File: src/sv/edf_unit_time_scheduler_macros.svh
// Assertion macros for the EDF scheduler.
// Used by the top level only; needs aclk and aresetn in scope.
`ifndef EDF_UNIT_TIME_SCHEDULER_MACROS_SVH
`define EDF_UNIT_TIME_SCHEDULER_MACROS_SVH

// Same-cycle implication, disabled in reset.
`define EDFS_ASSERT_NOW(label, ante, cons, msg) \
    label: assert property (@(posedge aclk) disable iff (!aresetn) (ante) |-> (cons)) \
        else $error(msg);

// Next-cycle implication, disabled in reset.
`define EDFS_ASSERT_NEXT(label, ante, cons, msg) \
    label: assert property (@(posedge aclk) disable iff (!aresetn) (ante) |=> (cons)) \
        else $error(msg);

`endif

File: src/sv/edfs_pkg.sv
// Shared types and constants for the EDF scheduler.
// No dependencies; imported by edfs_cell, edf_unit_time_scheduler and tb_top.
package edfs_pkg;

    localparam int SLOTS  = 16;
    localparam int IDX_W  = (SLOTS > 1) ? $clog2(SLOTS) : 1;
    localparam int SLOT_W = 4;
    localparam int VAL_W  = 16;
    localparam int TIME_W = 32;
    localparam int CNT_W  = 5;
    localparam int RUN_W  = 5;

    localparam logic [TIME_W-1:0] TIME_MAX = '1;

    typedef enum logic {
        ACT_LOAD = 1'b0,
        ACT_TICK = 1'b1
    } action_t;

    typedef struct packed {
        action_t            action;
        logic [SLOT_W-1:0]  slot;
        logic [VAL_W-1:0]   arrival_time;
        logic [VAL_W-1:0]   burst_length;
        logic [VAL_W-1:0]   due_time;
    } in_item_t;

    typedef struct packed {
        logic [TIME_W-1:0]  tick_time;
        logic               busy_res;
        logic [RUN_W-1:0]   run_id;
        logic               finished;
        logic [TIME_W-1:0]  finish_time;
        logic [TIME_W-1:0]  turnaround;
        logic [TIME_W-1:0]  waiting;
        logic               all_done;
    } out_item_t;

    // Running best candidate, handed from cell to cell during a scan.
    typedef struct packed {
        logic               found;
        logic [VAL_W-1:0]   best_dl;
        logic [IDX_W-1:0]   pick;
        logic [VAL_W-1:0]   arrival;
        logic [VAL_W-1:0]   burst;
        logic               rem_one;
        logic [1:0]         nz_cnt;   // slots in use with work left, saturates at 2
    } token_t;

    // Broadcast from the top level to every cell.
    typedef struct packed {
        logic               load_en;
        logic [SLOT_W-1:0]  load_slot;
        logic [VAL_W-1:0]   load_arr;
        logic [VAL_W-1:0]   load_burst;
        logic [VAL_W-1:0]   load_dl;
        logic               dec_en;
        logic [IDX_W-1:0]   dec_slot;
        logic [TIME_W-1:0]  now;
        logic [CNT_W-1:0]   proc_count;
    } cell_ctrl_t;

endpackage

File: src/sv/edfs_cell.sv
// One process slot of the EDF scheduler chain: holds the slot's stores and
// folds itself into the candidate token passed from its neighbor.
// Depends on edfs_pkg.
module edfs_cell (
    input  logic                        aclk,
    input  logic                        aresetn,
    input  logic [edfs_pkg::IDX_W-1:0]  cell_idx,
    input  edfs_pkg::cell_ctrl_t        ctrl,
    input  edfs_pkg::token_t            tok_in,
    output edfs_pkg::token_t            tok_out
);
    import edfs_pkg::*;

    logic [VAL_W-1:0] arr_reg;
    logic [VAL_W-1:0] burst_reg;
    logic [VAL_W-1:0] dl_reg;
    logic [VAL_W-1:0] rem_reg;
    token_t           tok_reg;
    token_t           tok_next;

    logic hit_load;
    logic hit_dec;
    logic in_use;
    logic has_work;
    logic eligible;
    logic take;

    assign hit_load = ctrl.load_en && (32'(ctrl.load_slot) == 32'(cell_idx));
    assign hit_dec  = ctrl.dec_en && (ctrl.dec_slot == cell_idx);
    assign in_use   = 32'(cell_idx) < 32'(ctrl.proc_count);
    assign has_work = (rem_reg != '0);
    assign eligible = in_use && has_work && (TIME_W'(arr_reg) <= ctrl.now);
    // strict less-than keeps the lower slot on equal deadlines
    assign take     = eligible && (!tok_in.found || (dl_reg < tok_in.best_dl));

    always_comb begin
        tok_next = tok_in;
        if (take) begin
            tok_next.found   = 1'b1;
            tok_next.best_dl = dl_reg;
            tok_next.pick    = cell_idx;
            tok_next.arrival = arr_reg;
            tok_next.burst   = burst_reg;
            tok_next.rem_one = (rem_reg == VAL_W'(1));
        end
        if (in_use && has_work && (tok_in.nz_cnt != 2'd2)) begin
            tok_next.nz_cnt = tok_in.nz_cnt + 2'd1;
        end
    end

    always_ff @(posedge aclk) begin
        tok_reg <= tok_next;
        if (hit_load) begin
            arr_reg   <= ctrl.load_arr;
            burst_reg <= ctrl.load_burst;
            dl_reg    <= ctrl.load_dl;
        end
    end

    always_ff @(posedge aclk) begin
        if (!aresetn) begin
            rem_reg <= '0;
        end else if (hit_load) begin
            rem_reg <= ctrl.load_burst;
        end else if (hit_dec) begin
            rem_reg <= rem_reg - VAL_W'(1);
        end
    end

    assign tok_out = tok_reg;

endmodule

File: src/sv/edf_unit_time_scheduler.sv
// Preemptive earliest-deadline-first scheduler, one unit of time per tick
// transaction. A load transaction produces no result. A tick transaction goes
// from acceptance to a valid result as follows: the candidate token walks
// the row of slot cells one cell per cycle, then the CALC state updates the
// picked slot and time, and the FINISH state forms the waiting time.
// The next transaction is accepted once the result is taken.
// process_count may only be written while no tick is in flight.
// Depends on edfs_pkg, edfs_cell and edf_unit_time_scheduler_macros.svh.
`include "edf_unit_time_scheduler_macros.svh"

module edf_unit_time_scheduler (
    input  logic                        aclk,
    input  logic                        aresetn,
    input  logic                        s_valid,
    output logic                        s_ready,
    input  edfs_pkg::in_item_t          s_data,
    output logic                        m_valid,
    input  logic                        m_ready,
    output edfs_pkg::out_item_t         m_data,
    input  logic                        cfg_valid,
    output logic                        cfg_ready,
    input  logic [edfs_pkg::CNT_W-1:0]  cfg_data
);
    import edfs_pkg::*;

    typedef enum logic [2:0] {
        ST_IDLE,
        ST_SCAN,
        ST_CALC,
        ST_FINISH,
        ST_OUT
    } state_t;

    state_t             state_reg;
    logic [IDX_W-1:0]   scan_cnt_reg;
    logic [TIME_W-1:0]  time_reg;
    logic [CNT_W-1:0]   pc_reg;
    logic               m_valid_reg;
    out_item_t          out_reg;
    logic [TIME_W-1:0]  ta_reg;
    logic [VAL_W-1:0]   bu_reg;

    cell_ctrl_t         ctrl;
    token_t             tok [SLOTS];
    token_t             result_tok;
    logic [TIME_W-1:0]  fin_calc;
    logic               s_fire;

    assign s_ready   = (state_reg == ST_IDLE);
    assign s_fire    = s_valid && s_ready;
    assign cfg_ready = 1'b1;
    assign m_valid   = m_valid_reg;
    assign m_data    = out_reg;

    assign result_tok = tok[SLOTS-1];
    assign fin_calc   = (time_reg == TIME_MAX) ? TIME_MAX : time_reg + TIME_W'(1);

    always_comb begin
        ctrl            = '0;
        ctrl.load_en    = s_fire && (s_data.action == ACT_LOAD);
        ctrl.load_slot  = s_data.slot;
        ctrl.load_arr   = s_data.arrival_time;
        ctrl.load_burst = s_data.burst_length;
        ctrl.load_dl    = s_data.due_time;
        ctrl.dec_en     = (state_reg == ST_CALC) && result_tok.found;
        ctrl.dec_slot   = result_tok.pick;
        ctrl.now        = time_reg;
        ctrl.proc_count = pc_reg;
    end

    for (genvar g = 0; g < SLOTS; g++) begin : g_cell
        token_t tok_in_w;
        if (g == 0) begin : g_head
            assign tok_in_w = '0;
        end else begin : g_link
            assign tok_in_w = tok[g-1];
        end
        edfs_cell u_cell (
            .aclk     (aclk),
            .aresetn  (aresetn),
            .cell_idx (IDX_W'(g)),
            .ctrl     (ctrl),
            .tok_in   (tok_in_w),
            .tok_out  (tok[g])
        );
    end

    always_ff @(posedge aclk) begin
        if (!aresetn) begin
            state_reg    <= ST_IDLE;
            scan_cnt_reg <= '0;
            time_reg     <= '0;
            pc_reg       <= CNT_W'(1);
            m_valid_reg  <= 1'b0;
        end else begin
            if (cfg_valid && cfg_ready) begin
                pc_reg <= cfg_data;
            end
            unique case (state_reg)
                ST_IDLE: begin
                    scan_cnt_reg <= '0;
                    if (s_fire && (s_data.action == ACT_TICK)) begin
                        state_reg <= ST_SCAN;
                    end
                end
                ST_SCAN: begin
                    scan_cnt_reg <= scan_cnt_reg + IDX_W'(1);
                    if (scan_cnt_reg == IDX_W'(SLOTS - 1)) begin
                        state_reg <= ST_CALC;
                    end
                end
                ST_CALC: begin
                    out_reg.tick_time   <= time_reg;
                    out_reg.busy_res    <= result_tok.found;
                    out_reg.run_id      <= result_tok.found ?
                                           RUN_W'(result_tok.pick) + RUN_W'(1) : '0;
                    out_reg.finished    <= result_tok.found && result_tok.rem_one;
                    out_reg.finish_time <= fin_calc;
                    // only the picked slot can be the single busy one
                    out_reg.all_done    <= (result_tok.nz_cnt == 2'd0) ||
                                           ((result_tok.nz_cnt == 2'd1) &&
                                            result_tok.found && result_tok.rem_one);
                    ta_reg              <= fin_calc - TIME_W'(result_tok.arrival);
                    bu_reg              <= result_tok.burst;
                    if (time_reg != TIME_MAX) begin
                        time_reg <= time_reg + TIME_W'(1);
                    end
                    state_reg <= ST_FINISH;
                end
                ST_FINISH: begin
                    if (out_reg.finished) begin
                        out_reg.turnaround <= ta_reg;
                        out_reg.waiting    <= (ta_reg >= TIME_W'(bu_reg)) ?
                                              ta_reg - TIME_W'(bu_reg) : '0;
                    end else begin
                        out_reg.finish_time <= '0;
                        out_reg.turnaround  <= '0;
                        out_reg.waiting     <= '0;
                    end
                    m_valid_reg <= 1'b1;
                    state_reg   <= ST_OUT;
                end
                ST_OUT: begin
                    if (m_ready) begin
                        m_valid_reg <= 1'b0;
                        state_reg   <= ST_IDLE;
                    end
                end
                default: begin
                    state_reg <= ST_IDLE;
                end
            endcase
        end
    end

    `EDFS_ASSERT_NOW(a_idle_no_result, s_ready, !m_valid, "result pending while accepting input")
    `EDFS_ASSERT_NEXT(a_tick_starts_scan, s_valid && s_ready && (s_data.action == ACT_TICK), !s_ready && !m_valid, "tick did not start a scan")
    `EDFS_ASSERT_NOW(a_finish_needs_run, m_valid && (m_data.finished || (m_data.run_id != '0)), m_data.busy_res, "finish or run id without a running slot")

endmodule

File: config.mk
export PLATFORM = sky130hd
export DESIGN_NAME = edf_unit_time_scheduler
export DESIGN_NICKNAME = d
export VERILOG_FILES = /design/src/sv/edfs_pkg.sv /design/src/sv/edfs_cell.sv /design/src/sv/edf_unit_time_scheduler.sv
export VERILOG_INCLUDE_DIRS = /design/src /design/src/sv
export SDC_FILE = /design/constraint.sdc
export NUM_CORES = 2
export LEC_CHECK = 0
export BUFFER_PORTS_ARGS = -buffer_cell sky130_fd_sc_hd__buf_4
export CELL_PAD_IN_SITES_DETAIL_PLACEMENT = 0
export CELL_PAD_IN_SITES_GLOBAL_PLACEMENT = 1
export CORE_MARGIN = 2
export CORE_UTILIZATION = 35
export DETAILED_ROUTE_END_ITERATION = 7
export GPL_TIMING_DRIVEN = 0
export HOLD_SLACK_MARGIN = 0.08
export PLACE_DENSITY = 0.6
export SETUP_SLACK_MARGIN = 0.15
export SYNTH_ARGS = -nofsm -noshare
export SYNTH_HDL_FRONTEND = slang
export SYNTH_HIERARCHICAL = 1
export SYNTH_SLANG_ARGS = --single-unit
File: constraint.sdc
create_clock -name aclk -period 8.53 [get_ports aclk]
set_input_delay 1.706 -clock aclk [delete_from_list [all_inputs] [get_ports aclk]]
set_output_delay 1.706 -clock aclk [all_outputs]
set_load 0.02 [all_outputs]
# ---- Yosys cells after proc, flatten, opt, wreduce, memory -nomap -nowiden
# Cells that the tools add are included.
dict set report totals {
  ff_bits 2132
  input_bits 63
  output_inout_bits 139
  word_cells 600
}
dict set report op_classes {
  add_sub_neg 36
  order_cmp 48
  eq_ne 73
  muxes 74
  bitwise 1
  n_reduce_logical 178
}
# operator count
set op_table {}
lappend op_table {{$mux 53} 14}
lappend op_table {{$le 16x32->1} 16}
lappend op_table {{$mux 16} 32}
lappend op_table {{$eq 16x1->1 const B} 16}
lappend op_table {{$reduce_bool 16->1} 16}
lappend op_table {{$sub 16x1->16 const B} 16}
lappend op_table {{$lt 16x16->1} 15}
lappend op_table {{$logic_and 1x1->1} 101}
lappend op_table {{$eq 4x4->1 const B} 17}
lappend op_table {{$mux 32} 2}
lappend op_table {{$pmux 32 s2} 1}
lappend op_table {{$sub 32x16->32} 2}
lappend op_table {{$mux 54} 1}
lappend op_table {{$lt 4x5->1 const A} 8}
lappend op_table {{$reduce_bool 2->1} 19}
lappend op_table {{$ne 2x2->1 const B} 17}
lappend op_table {{$mux 33} 1}
lappend op_table {{$add 32x1->32 const B} 1}
lappend op_table {{$eq 32x32->1 const B} 1}
lappend op_table {{$eq 4x3->1 const B} 8}
lappend op_table {{$ge 32x16->1} 1}
lappend op_table {{$ne 32x32->1 const B} 1}
lappend op_table {{$mux 2} 15}
lappend op_table {{$add 2x1->2 const B} 14}
lappend op_table {{other kinds (27)} 75}

# ---- Longest topological paths before layout
dict set report logic_depth {
  ltp_word 5
  depth_mapped 18
  depth_no_buf 17
}

# ---- Modules after synthesis
# Netlist, hierarchy kept.
# mod n_inst cells_each area_per_inst_um2 seq_area_each_um2
set modules_own_cells {}
lappend modules_own_cells {edfs_cell 16 414 5305.1 2882.8}
lappend modules_own_cells {edf_unit_time_scheduler 1 1037 11315.9 6426.2}

# ---- Worst setup path after synthesis
# Ideal clock, no wire load.
dict set report synth_path {
  kind {input -> register}
  start {input aresetn}
  end {register out_reg (netlist bit m_data[10]), enable pin}
  setup_time_ns 0.486
  arrival_ns 4.446
  t_required_ns 8.044
  path_slack_ns 3.598
  stages 2
  path_buffers 0
  path_cell_list {nand2_1 nor2_1}
}
dict set report synth_via {
  elab_chain_len 1
}
# item line_no
set synth_rtl {}
lappend synth_rtl {{start, declared} edf_unit_time_scheduler.sv:13} ;# input logic aresetn,
lappend synth_rtl {{$reduce_and 2->1 (no source line)} --}
lappend synth_rtl {{end, declared} edf_unit_time_scheduler.sv:39} ;# out_item_t out_reg;
# Every way passes these cells.
# A chain may end at the register's enable or synchronous reset.

# ---- Worst setup path in the final report
dict set report layout_path {
  start {register time_reg[1]}
  end {register ta_reg[31] (data pin)}
}
dict set report layout_via {
  elab_chain_len 3
  elab_cells_between_ends 4
  cone_classes {add/sub (2); eq/ne (1); mux (1)}
}
# item line_no
set layout_rtl {}
lappend layout_rtl {{start, declared} edf_unit_time_scheduler.sv:36} ;# logic [TIME_W-1:0] time_reg;
lappend layout_rtl {{start signal, assigned} edf_unit_time_scheduler.sv:126} ;# time_reg <= time_reg + TIME_W'(1);
lappend layout_rtl {{$add 32x1->32 / $eq 32x32->1 (equally long branches)} edf_unit_time_scheduler.sv:56} ;# assign fin_calc = (time_reg == TIME_MAX) ? TIME_MAX : time_reg + TIME_W'(1);
lappend layout_rtl {{$mux 32 (*)} edf_unit_time_scheduler.sv:56}
lappend layout_rtl {{net fin_calc[2]} edf_unit_time_scheduler.sv:46} ;# logic [TIME_W-1:0] fin_calc;
lappend layout_rtl {{$sub 32x16->32 (*)} edf_unit_time_scheduler.sv:123} ;# ta_reg <= fin_calc - TIME_W'(result_tok.arrival);
lappend layout_rtl {{end signal, assigned} edf_unit_time_scheduler.sv:123}
lappend layout_rtl {{end, declared} edf_unit_time_scheduler.sv:40} ;# logic [TIME_W-1:0] ta_reg;
# Mark *: on every way through the listed nets, which the timed path passes. The rest lies on a longest branch.

==> results.toml <==
[status]
status = "completed"

[route]
num_vias = 57971
dr.first_iter.drc_count = 3048
drcViolationCount = 0
routed_via_density = 4.75
final_antenna_net_count = 0
drt-total-wl_mm = 243
drt_pass1_iterations = 7
wire_per_inst_um = 19.9

[cts]
clock_latency_ns = 0.88
hold_buffers = 0
htreeDepth = 4
cts_tree = "done"
cts_buffers = 232
cts_resized = 0
root_buffer = "clkbuf_16"
clock-sinks = 2133
clkTransAtPathRegs_ns = 0.06
clockBufferDepth = 4
cts_setup_buffers = 0

[cells_and_area]
largest_reg_flops = 880
drive_above_1_share = 0.186
final_common_cell = "dfxtp_1"
syn_to_final_growth_pct = 16.2
layout_common_cells = "dfxtp_1 (1162), edfxtp_1 (952), mux2_4 (785)"
final_nets = 9130
instances_no_fill = 12194

[setup_path]
crit_slowest_cell = "dfxtp_1"
critPathTopFamily = "simple AND/OR/NAND/NOR gates"
crit_arrival_ns = 6.55
crit_chain = "ha_1 -> nand3_2 -> or2_2 -> or3_1 -> buf_2 -> clkbuf_1 -> nand2_1 -> ha_1 -> o21a_1 -> o31a_1 -> o2111a_1 -> o21ai_0 -> a21o_1 -> nand3_1 -> nor4_1 -> xor2_1"
start_kind = "flop"
critical_path_class = "flop to flop"
path_buf_inv = 2
worstPathRequired_ns = 9.13
crit_fanout = 22
slowest_delay_ns = 1.15
cpMostUsedCell = "ha_1"
end_kind = "flop"

[timing]
period_needed_ns = 5.95
worstMarginPinSlew_ns = 1.43
finalSetupViolCount = 0
rsz0062_at_grt = "false"
max_freq_mhz = 168
maxSlewViolCount = 0
relSlewSlack = 0.0461
setup_tns_ns = 0
clock_skew_ns = 0.0438
hold_viol_final = 0
post-route-period-util = 0.698

[grt]
grt_max_degree = 85
overflow = 0
grt_pass1_wl_mm = 361
grt_pass1_vias = 58461
antenna_found_initial = 15
track_usage = 0.171

[min_path]
worstHoldPathType = "flop to flop"

[floorplan]
die_h_um = 527
die_w_um = 527
io_pins = 202
start_util = 0.353
fp.dieArea_um2 = 277000
core_um2 = 271000
rows = 191

[power]
peakVddDrop_uv = 163
leakagePower_nw = 43.9
p_per_area_nw_per_um2 = 238

[place]
dp_hpwl_mm = 176
place_inst = 11757
portBuffers = 199
gp_congestion = 0.845

[synth]
synthesis.area_um2 = 95600
netlist_instances = 7628
syn_avg_cell_area_um2 = 12.5
yosys_warnings = 6

[flow_run]
drv_cap = 0
[routing by layer]
metal,part of all wire,track usage
met5,0,0
met4,0.024,0.0448
met3,0.036,0.0223
met2,0.49,0.300
met1,0.45,0.221
[path summary, 6_finish.rpt]
path | start | to | slack, ns | cells after the start
worst min-delay path | g_cell[15].u_cell/tok_out[6]$_DFF_P_ | bu_reg[3]$_DFFE_PP_ | 0.40 | 0
worst max-delay path | time_reg[1]$_SDFFE_PN0P_ | ta_reg[31]$_DFFE_PP_ | 2.58 | 16
worst max register to register | time_reg[1]$_SDFFE_PN0P_ | ta_reg[31]$_DFFE_PP_ | 2.58 | 16
worst min register to register | g_cell[15].u_cell/tok_out[6]$_DFF_P_ | bu_reg[3]$_DFFE_PP_ | 0.40 | 0
[per-stage QoR]
step / setup WS (ns) / utilization / hold WS [ns] / instance area [um^2] / power [mW]
2_1_floorplan: 3.60 / - / 0.386 / 96900 / 15.5
3_3_place_gp: -2.59 / 0.379 / 0.390 / 103000 / 16.7
3_5_place_dp: 2.58 / 0.382 / 0.389 / 104000 / 16.8
4_1_cts: 2.55 / 0.410 / 0.404 / 111000 / 26.9
5_1_grt: 2.28 / 0.410 / 0.409 / 111000 / 27.7
6_report: 2.58 / 0.410 / 0.401 / 111000 / 26.5
[final cells by class]
| cell class | instances | area [um^2] |
|---|---|---|
| sequential | 2133 | 52300 |
| timing repair buffer | 231 | 2160 |
| buffer | 187 | 1310 |
| antenna | 10 | 25.0 |
| multi-input combinational | 4910 | 40600 |
| clock buffer | 313 | 6460 |
| tap | 3570 | 4470 |
| clock inverter | 113 | 1080 |
| inverter | 727 | 2740 |
| fill | 25451 | 160000 |
[power by group]
group | switching (mW) | internal (mW)
clock | 4.06 | 5.88
sequential | 0.577 | 11.9
combinational | 1.88 | 2.14
total | 6.51 | 20.0
Power figures use the tool's default switching activity.
